===== src/rtl/core/rflr_pkg.sv =====
`default_nettype none
package rflr_pkg;

	localparam int CODE_W = 20;
	localparam int FRAME_W = 24;
	localparam int COUNT_W = 8;
	localparam int LEARNED_MAX_DEF = 128;

	localparam logic [CODE_W-1:0] CODE_ONES = {CODE_W{1'b1}};

	typedef logic [1:0] kind_t;
	localparam kind_t KIND_NONE    = 2'd0;
	localparam kind_t KIND_LEARNED = 2'd1;
	localparam kind_t KIND_EMERG   = 2'd2;
	localparam kind_t KIND_ALARM   = 2'd3;

	typedef logic [1:0] target_t;
	localparam target_t TGT_USER  = 2'd0;
	localparam target_t TGT_ALARM = 2'd1;

	typedef struct packed {
		logic               req_type;
		logic [FRAME_W-1:0] frame_bits;
		logic               format_alt;
		logic               learn_menu;
		target_t            learn_target;
		logic               master_present;
	} in_item_t;

	typedef struct packed {
		logic [3:0]         relay_mask;
		kind_t              match_kind;
		logic               code_learned;
		logic               table_full;
		logic [COUNT_W-1:0] learned_count_out;
	} out_item_t;

	// Controller to datapath.
	typedef struct packed {
		logic load;
		logic scan;
		logic apply;
		logic emit;
	} cmd_t;

	// Datapath to controller.
	typedef struct packed {
		logic scan_done;
	} status_t;

	function automatic logic slot_empty(input logic [CODE_W-1:0] v);
		return (v == '0) || (v == CODE_ONES);
	endfunction

endpackage
`default_nettype wire


===== src/rtl/core/rflr_if.sv =====
`default_nettype none
interface rflr_in_if;
	logic                valid;
	logic                ready;
	rflr_pkg::in_item_t  payload;
	modport source(output valid, output payload, input ready);
	modport sink(input valid, input payload, output ready);
endinterface

interface rflr_out_if;
	logic                valid;
	logic                ready;
	rflr_pkg::out_item_t payload;
	modport source(output valid, output payload, input ready);
	modport sink(input valid, input payload, output ready);
endinterface
`default_nettype wire


===== src/rtl/core/rflr_ram.sv =====
`default_nettype none
module rflr_ram #(
	parameter int WIDTH = 20,
	parameter int DEPTH = 128,
	localparam int AW = (DEPTH > 1) ? $clog2(DEPTH) : 1
) (
	input  wire logic             clk,
	input  wire logic             we,
	input  wire logic [AW-1:0]    waddr,
	input  wire logic [WIDTH-1:0] wdata,
	input  wire logic             re,
	input  wire logic [AW-1:0]    raddr,
	output logic      [WIDTH-1:0] rdata
);

	logic [WIDTH-1:0] mem [DEPTH];

	always_ff @(posedge clk) begin
		if (we) begin
			mem[waddr] <= wdata;
		end
		if (re) begin
			rdata <= mem[raddr];
		end
	end

endmodule
`default_nettype wire


===== src/rtl/core/rflr_datapath.sv =====
`default_nettype none
module rflr_datapath #(
	parameter int LEARNED_MAX = rflr_pkg::LEARNED_MAX_DEF
) (
	input  wire logic                clk,
	input  wire logic                arst_n,
	input  wire rflr_pkg::in_item_t  in_item,
	input  wire rflr_pkg::cmd_t      cmd,
	output rflr_pkg::status_t        status,
	output rflr_pkg::out_item_t      out_item
);

	localparam int AW = (LEARNED_MAX > 1) ? $clog2(LEARNED_MAX) : 1;
	localparam logic [rflr_pkg::COUNT_W-1:0] MAX_CNT = rflr_pkg::COUNT_W'(LEARNED_MAX);

	// Persistent state.
	logic [rflr_pkg::CODE_W-1:0]  emerg_q, alarm_q;
	logic [rflr_pkg::COUNT_W-1:0] count_q;
	logic                         hold_q;
	logic [3:0]                   relays_q;

	// Per-transaction registers.
	logic                         release_q, learn_q, master_q;
	rflr_pkg::target_t            target_q;
	logic [rflr_pkg::CODE_W-1:0]  code_q;
	logic [3:0]                   toggle_q;
	rflr_pkg::kind_t              kind_q;
	logic [rflr_pkg::COUNT_W-1:0] addr_q;
	logic                         pend_s1;
	logic                         res_learned_q, res_full_q;

	logic [rflr_pkg::CODE_W-1:0]  in_code;
	logic [3:0]                   in_toggle;
	rflr_pkg::kind_t              in_kind;
	logic [rflr_pkg::CODE_W-1:0]  rdata;
	logic                         issue, hit, ram_we, do_learn, do_toggle;
	logic                         list_full;

	// Frame unpacking; a button is pressed when its bit is low.
	always_comb begin
		if (in_item.format_alt) begin
			in_code   = in_item.frame_bits[23:4];
			in_toggle = {~in_item.frame_bits[1], ~in_item.frame_bits[3],
				~in_item.frame_bits[0], ~in_item.frame_bits[2]};
		end else begin
			in_code   = {in_item.frame_bits[23:8], 4'b0000};
			in_toggle = {~in_item.frame_bits[5], ~in_item.frame_bits[3],
				~in_item.frame_bits[7], ~in_item.frame_bits[1]};
		end
		priority if (!rflr_pkg::slot_empty(emerg_q) && emerg_q == in_code) begin
			in_kind = rflr_pkg::KIND_EMERG;
		end else if (!rflr_pkg::slot_empty(alarm_q) && alarm_q == in_code) begin
			in_kind = rflr_pkg::KIND_ALARM;
		end else begin
			in_kind = rflr_pkg::KIND_NONE;
		end
	end

	assign issue = cmd.scan && (addr_q < count_q);
	assign hit   = cmd.scan && pend_s1 && (rdata == code_q);
	assign status.scan_done = release_q || (kind_q != rflr_pkg::KIND_NONE) ||
		(!pend_s1 && (addr_q >= count_q));

	assign list_full = (count_q >= MAX_CNT);
	assign do_learn  = !release_q && learn_q && (kind_q == rflr_pkg::KIND_NONE);
	assign ram_we    = cmd.apply && do_learn && master_q &&
		(target_q == rflr_pkg::TGT_USER) && !list_full;
	assign do_toggle = !release_q && !learn_q && (kind_q != rflr_pkg::KIND_NONE) && !hold_q;

	rflr_ram #(
		.WIDTH(rflr_pkg::CODE_W),
		.DEPTH(LEARNED_MAX)
	) u_ram (
		.clk  (clk),
		.we   (ram_we),
		.waddr(count_q[AW-1:0]),
		.wdata(code_q),
		.re   (issue),
		.raddr(addr_q[AW-1:0]),
		.rdata(rdata)
	);

	always_ff @(posedge clk or negedge arst_n) begin
		if (!arst_n) begin
			emerg_q  <= rflr_pkg::CODE_ONES;
			alarm_q  <= rflr_pkg::CODE_ONES;
			count_q  <= '0;
			hold_q   <= 1'b0;
			relays_q <= '0;
		end else if (cmd.apply) begin
			if (release_q) begin
				hold_q <= 1'b0;
			end else if (do_learn) begin
				priority if (!master_q) begin
					emerg_q <= code_q;
				end else if (target_q == rflr_pkg::TGT_USER) begin
					if (!list_full) begin
						count_q <= count_q + 1'b1;
					end
				end else if (target_q == rflr_pkg::TGT_ALARM) begin
					alarm_q <= code_q;
				end else begin
				end
			end else if (do_toggle) begin
				hold_q   <= 1'b1;
				relays_q <= relays_q ^ toggle_q;
			end
		end
	end

	always_ff @(posedge clk) begin
		if (cmd.load) begin
			release_q <= in_item.req_type;
			learn_q   <= in_item.learn_menu;
			master_q  <= in_item.master_present;
			target_q  <= in_item.learn_target;
			code_q    <= in_code;
			toggle_q  <= in_toggle;
			kind_q    <= in_item.req_type ? rflr_pkg::KIND_NONE : in_kind;
			addr_q    <= '0;
			pend_s1   <= 1'b0;
		end else if (cmd.scan) begin
			pend_s1 <= issue;
			if (issue) begin
				addr_q <= addr_q + 1'b1;
			end
			if (hit) begin
				kind_q <= rflr_pkg::KIND_LEARNED;
			end
		end
		if (cmd.apply) begin
			res_learned_q <= do_learn && (!master_q ||
				(target_q == rflr_pkg::TGT_USER && !list_full) ||
				target_q == rflr_pkg::TGT_ALARM);
			res_full_q <= do_learn && master_q &&
				(target_q == rflr_pkg::TGT_USER) && list_full;
		end
		if (cmd.emit) begin
			out_item.relay_mask        <= relays_q;
			out_item.match_kind        <= kind_q;
			out_item.code_learned      <= res_learned_q;
			out_item.table_full        <= res_full_q;
			out_item.learned_count_out <= count_q;
		end
	end

endmodule
`default_nettype wire


===== src/rtl/core/rflr_ctrl.sv =====
`default_nettype none
module rflr_ctrl (
	input  wire logic              clk,
	input  wire logic              arst_n,
	input  wire logic              in_valid,
	output logic                   in_ready,
	output logic                   out_valid,
	input  wire logic              out_ready,
	input  wire rflr_pkg::status_t status,
	output rflr_pkg::cmd_t         cmd
);

	typedef enum logic [1:0] {
		S_IDLE,
		S_SCAN,
		S_APPLY,
		S_FIN
	} state_t;

	state_t state_q;
	logic   out_valid_q;
	logic   slot_free;

	assign in_ready  = (state_q == S_IDLE);
	assign out_valid = out_valid_q;
	assign slot_free = !out_valid_q || out_ready;

	always_comb begin
		cmd.load  = (state_q == S_IDLE) && in_valid;
		cmd.scan  = (state_q == S_SCAN) && !status.scan_done;
		cmd.apply = (state_q == S_APPLY);
		cmd.emit  = (state_q == S_FIN) && slot_free;
	end

	always_ff @(posedge clk or negedge arst_n) begin
		if (!arst_n) begin
			state_q     <= S_IDLE;
			out_valid_q <= 1'b0;
		end else begin
			if (cmd.emit) begin
				out_valid_q <= 1'b1;
			end else if (out_ready) begin
				out_valid_q <= 1'b0;
			end
			unique case (state_q)
				S_IDLE: begin
					if (in_valid) begin
						state_q <= S_SCAN;
					end
				end
				S_SCAN: begin
					if (status.scan_done) begin
						state_q <= S_APPLY;
					end
				end
				S_APPLY: begin
					state_q <= S_FIN;
				end
				S_FIN: begin
					if (slot_free) begin
						state_q <= S_IDLE;
					end
				end
				default: begin
					state_q <= S_IDLE;
				end
			endcase
		end
	end

endmodule
`default_nettype wire


===== src/rtl/core/rf_remote_learn_and_relay_toggle_top.sv =====
// A release event or a special-slot hit gives its result without a scan of the
// learned list; any other code scans the learned list first.
// Throughput: one transaction at a time; the scan reads one learned code per
// cycle from the two-port code memory, so the rate follows the list length.
// A result waiting in the output register does not stop the next input.
// Reset: asynchronous, clears relays, hold, count and empties the special slots.
`default_nettype none
module rf_remote_learn_and_relay_toggle_top #(
	parameter int LEARNED_MAX = rflr_pkg::LEARNED_MAX_DEF
) (
	input  wire logic   clk,
	input  wire logic   arst_n,
	rflr_in_if.sink     in_ch,
	rflr_out_if.source  out_ch
);

	rflr_pkg::cmd_t    cmd;
	rflr_pkg::status_t status;

	rflr_ctrl u_ctrl (
		.clk      (clk),
		.arst_n   (arst_n),
		.in_valid (in_ch.valid),
		.in_ready (in_ch.ready),
		.out_valid(out_ch.valid),
		.out_ready(out_ch.ready),
		.status   (status),
		.cmd      (cmd)
	);

	rflr_datapath #(
		.LEARNED_MAX(LEARNED_MAX)
	) u_dp (
		.clk     (clk),
		.arst_n  (arst_n),
		.in_item (in_ch.payload),
		.cmd     (cmd),
		.status  (status),
		.out_item(out_ch.payload)
	);

endmodule
`default_nettype wire


===== src/flat_wrapper.sv =====
// flat-port wrapper written by rule: the top's interface ports become plain ports
module rf_remote_learn_and_relay_toggle_top_flat 
#(
	parameter int LEARNED_MAX = rflr_pkg::LEARNED_MAX_DEF
)
  (clk, arst_n, in_ch_valid, in_ch_payload, in_ch_ready, out_ch_valid, out_ch_payload, out_ch_ready);
  rflr_in_if in_ch_i ();
  rflr_out_if out_ch_i ();
  input  wire logic clk;
  input  wire logic arst_n;
  input wire logic [$bits(in_ch_i.valid)-1:0] in_ch_valid;
  input wire logic [$bits(in_ch_i.payload)-1:0] in_ch_payload;
  output wire logic [$bits(in_ch_i.ready)-1:0] in_ch_ready;
  output wire logic [$bits(out_ch_i.valid)-1:0] out_ch_valid;
  output wire logic [$bits(out_ch_i.payload)-1:0] out_ch_payload;
  input wire logic [$bits(out_ch_i.ready)-1:0] out_ch_ready;
  assign in_ch_i.valid = in_ch_valid;
  assign in_ch_i.payload = in_ch_payload;
  assign in_ch_ready = in_ch_i.ready;
  assign out_ch_valid = out_ch_i.valid;
  assign out_ch_payload = out_ch_i.payload;
  assign out_ch_i.ready = out_ch_ready;
  rf_remote_learn_and_relay_toggle_top #(.LEARNED_MAX(LEARNED_MAX)) u_core (.clk(clk), .arst_n(arst_n), .in_ch(in_ch_i), .out_ch(out_ch_i));
endmodule

===== config.mk =====
export PLATFORM = sky130hd
export DESIGN_NAME = rf_remote_learn_and_relay_toggle_top_flat
export DESIGN_NICKNAME = d
export VERILOG_FILES = /design/src/rtl/core/rflr_pkg.sv /design/src/rtl/core/rflr_if.sv /design/src/rtl/core/rflr_ram.sv /design/src/rtl/core/rflr_datapath.sv /design/src/rtl/core/rflr_ctrl.sv /design/src/rtl/core/rf_remote_learn_and_relay_toggle_top.sv /design/src/flat_wrapper.sv
export SDC_FILE = /design/constraint.sdc
export NUM_CORES = 2
export LEC_CHECK = 0
export BUFFER_PORTS_ARGS = -buffer_cell sky130_fd_sc_hd__buf_2
export CAP_MARGIN = 20
export CORE_MARGIN = 4
export CORE_UTILIZATION = 40
export CTS_CLUSTER_DIAMETER = 100
export DETAILED_ROUTE_END_ITERATION = 16
export GPL_ROUTABILITY_DRIVEN = 1
export HOLD_SLACK_MARGIN = 0.15
export PLACE_DENSITY = 0.57
export SLEW_MARGIN = 20
export SYNTH_ARGS = -nofsm -noshare
export SYNTH_HDL_FRONTEND = slang
export SYNTH_SLANG_ARGS = --single-unit

===== constraint.sdc =====
create_clock -name clk -period 3.45 [get_ports clk]
set_clock_uncertainty 0.2 [all_clocks]
set_input_delay 0.1725 -clock clk [delete_from_list [all_inputs] [get_ports clk]]
set_output_delay 0.1725 -clock clk [all_outputs]
set_load 0.05 [all_outputs]

==> flow_results.org <==
** Setup path
- Arrival time at the worst endpoint :: ~3900 ps
- For this run, the slowest stage of the critical path takes roughly 590 ps.
- Path type of the worst setup path :: flip-flop to flip-flop
- The kind of cell with the highest combined delay along the critical path is compound AO/OA/AOI/OAI gates.
- Required time of the worst setup path :: between 3000 and 4000 ps
- CP max-delay cell :: a22oi_1
- Worst path bufs/invs :: 2
- In this design, the critical path's most frequently occurring cell is buf_12.
- Of all nets on the critical path, the largest fanout is 23.
- STA classifies the critical path endpoint as a flip-flop.
- STA classifies the critical path startpoint as a flip-flop.
- Crit path cell chain :: buf_12 > buf_12 > mux4_2 > a22oi_1 > nand3_2 > o32a_1

** Synth
- Summing the sequential cell areas from Yosys gives between 70% and 80% of the chip area.
- Most used flip-flop cell after synthesis :: edfxtp_1
- Summing every instance area after synthesis gives 104000 µm².
- Counting flops with an async set or reset pin after synthesis yields a share of under 10%.
- Synthesized area divided by synthesized cell count :: 20.5 µm²
- Net count after synthesis :: approximately 5100
- Ranked by total cell area, the synthesized netlist is headed by edfxtp_1, mux4_2, mux2i_1.
- The netlist uses between 60 and 70 different library cells.
- Count of yosys warnings during synthesis :: 0
- Gate count after technology mapping :: 5072
- Most frequently used cell type in the post-synthesis netlist :: edfxtp_1
- Number of flops mapped to enable cells by yosys :: 2629
- The synthesized design spends more area on one cell type than any other, namely edfxtp_1.
- Top-area cell type share of the netlist area :: 75.8%
- In this run, synthesis produced a sequential element count of 2694.
- Sorting the synthesized cells by how often they occur yields edfxtp_1, mux4_2, mux2i_1.

** Routing
- Starting DRC count in detailed routing :: 6244
- For this block, the via count after detailed routing is 54800.
- Count of nets left with antenna violations after detail routing :: 0
- In the routed layout, each cell is associated on average with a via count of slightly below 6.
- After detailed routing, the number of remaining DRC violations is 0.
- Detailed-routing iteration count for the pre-antenna-repair pass :: 6
- The final layout contains routed wiring with a total length of 298000 µm.
- In the final routed layout, each cell accounts on average for 31.8 µm.

** Clock network
- The later pin in the worst-skew pair is clocked with a latency of 940 ps.
- Total clock sinks :: 2694
- Clock root cell :: clkbuf_16
- Clock tree from TritonCTS :: yes
- Clock edge transition at the registers on the reported setup and hold paths :: ~60 ps
- Number of buffers between clock root and the deepest sink :: 4
- Buffers inserted during clock tree synthesis total ~300.
- Max H-tree Level :: 5

** STA
- Slew of the pin with the lowest slew margin :: 1140 ps
- Setup TNS :: 0 ps
- In this run the tightest slew margin relative to its limit is 24.1%.
- Subtracting the final worst setup slack from the clock period gives 3430 ps.
- F_max :: 0.291 GHz
- Post-route fraction of the period consumed by the critical path :: 99.5%
- The final count of pins violating max slew is 0.
- The final-report hold violation count is 0.
- Setup repair after global routing missed its margin :: false
- Final setup violating endpoints :: 0

** Layout
- The finished cells cover 124000 µm².
- Fill cells in the final layout number roughly 21000.
- Utilization after layout :: a little under half
- In the final layout, the share of cells above drive strength 1 is between 20% and 30%.
- In the final layout, the multi-input gates occupy about 23000 µm².
- Footprint of the flip-flops and latches :: between 80000 and 90000 µm²
- P&R area growth vs syn :: 19.3%
- Final Net Count :: 5816

** Outcome
- Result of the run :: finished clean

** Global route
- The number of global-route vias before repair is 54400.
- In the global route stage, overall resource usage came out at 21.9%.
- Initial antenna violation count :: 17
- Entering global routing, the biggest net connects 131 pins.
- Grt ovf :: 0
- The first global-routing pass estimated 421000 µm of wire.

** Floorplan
- For this design the top-level I/O count stands at 52.
- Vertical die dimension :: 518 µm
- Initial cell density of the core :: 40.1%
- The floorplan step set the die width to 518 µm.
- The floorplan has 187 rows.
- Die area :: 269000 µm²
- Core ar. :: 259000 µm²

** Power
- Cell leakage power :: 0.0383 µW
- Worst VDD drop :: 588 µV
- Power per cell area :: roughly 570 nW/µm²

** Placement
- Post-place instance area :: between 100000 and 150000 µm²
- After legalization and detailed placement, the total HPWL measured 175000 µm.
- Port buffering added 51 buffers.
- Routability-driven placement finished with a final weighted congestion of 0.818.

** Min path
- The min-delay analysis places its worst path in the category primary input to flip-flop.

** Flow run
- Across the run, the number of max-cap violations was 0.
[stage by stage]
step	total power, µW	worst slack, ps	std cells	hold slack (ps)
after floorplan	40500	-151	5072	-323
final	71200	16.0	9372	150
after CTS	71800	8.31	9367	156
after detailed placement	42500	-383	8799	151
after global placement	42300	-840	8798	143
after global routing	73600	17.2	9367	152
[flip-flops by register name, indices dropped and copies added (netlist names), 2 cells and up]
| register | cells |
|---|---|
| u_core.u_dp.u_ram.mem | 2560 |
| u_core.u_dp.toggle_q | 4 |
| u_core.u_dp.relays_q | 4 |
| u_core.u_dp.count_q | 8 |
| u_core.u_dp.addr_q | 8 |
| u_core.u_dp.code_q | 20 |
| u_core.u_dp.alarm_q | 20 |
| u_core.u_dp.target_q | 2 |
| u_core.u_dp.emerg_q | 20 |
| u_core.u_dp.kind_q | 2 |
| u_core.u_dp.out_item | 16 |
| u_core.u_dp.u_ram.rdata | 20 |
| u_core.u_ctrl.state_q | 2 |
[worst reg2reg max path, cell delays in order, from the launching register on]
cell     delay [ps]
dfxtp_4         400
buf_12          210
buf_12          260
mux4_2          570
a22oi_1         590
nand3_2         470
o32a_1          460
[power by group]
part	total (µW)	leakage, µW	switching, µW	internal, µW
sequential	37700	0.0243	318	37400
clock	29400	0.00433	12300	17100
combinational	4130	0.00965	3000	1120
total	71200	0.0383	15600	55600
[metal layers]
layer / GRT usage (%) / wire, µm / vias to the layer above
met3: 3.74 / 22300 / 417
met2: 34.7 / 142000 / 2335
met4: 6.74 / 9560 / 2
li1: - / - / 22600
met1: 31.2 / 125000 / 29500
met5: 0 / 10 / -
[layout make-up]
type                       count  share of cell area [%]
clock inverter               120                   0.795
tap                         3402                    3.43
sequential                  2694                    64.9
timing repair buffer         672                    6.21
inverter                      25                  0.0776
clock buffer                 374                    6.32
multi-input combinational   2079                    18.3
antenna                        6                  0.0121
[kinds of logic after synthesis]
family                   synth area share [%]
XOR/XNOR                                0.572
adder cells (fa/ha/maj)                 0.180
multiplexers                             14.3
buffers and inverters                    1.36
AO/OA/AOI/OAI                            4.20
AND/OR/NAND/NOR                          2.06
flip-flops                               77.4
[cells in the final DEF, fill, tap and decap left out, drive strengths merged, types with 13 or more instances in the layout]
cell type and n:
a22o 28, o21ai 62, nor3 16, a221oi 75, a2111oi 20, a22oi 124
xor2 36, buf 602, nand2 114, o22ai 41, dlygate4sd3 70, nor2 180
nand3 60, bufinv 15, nor4 20, dfstp 40, clkbuf 374, inv 27
edfxtp 2629, ha 15, xnor2 32, o221ai 32, a31oi 13, a21oi 111
clkinv 97, dfrtp 16, mux4 442, nand4 32, mux2i 393, a211oi 47
mux2 87, o32a 13
[worst paths after layout]
kind / start / to / slack (ps) / depth (start not counted)
max in group asynchronous: arst_n / u_core.u_dp.alarm_q[0] / 2350 / 4
max: u_core.u_dp.addr_q[0] / u_core.u_dp.u_ram.rdata[3] / 20 / 6
min reg2reg: u_core.u_dp.res_learned_q / u_core.u_dp.out_item[9] / 260 / 0
min in group asynchronous: arst_n / u_core.u_dp.alarm_q[19] / 360 / 3
min: in_ch_valid / u_core.u_dp.addr_q[4] / 150 / 5
max reg2reg: u_core.u_dp.addr_q[0] / u_core.u_dp.u_ram.rdata[3] / 20 / 6
[timing repair]
action	4_1_cts	5_1_grt
hold buffers	72	0
resized for setup	11	3
pin swaps	0	0
setup endpoints to repair	7	2
hold endpoints to repair	118	0
setup buffers	2	0
Power figures use the tool's default switching activity.
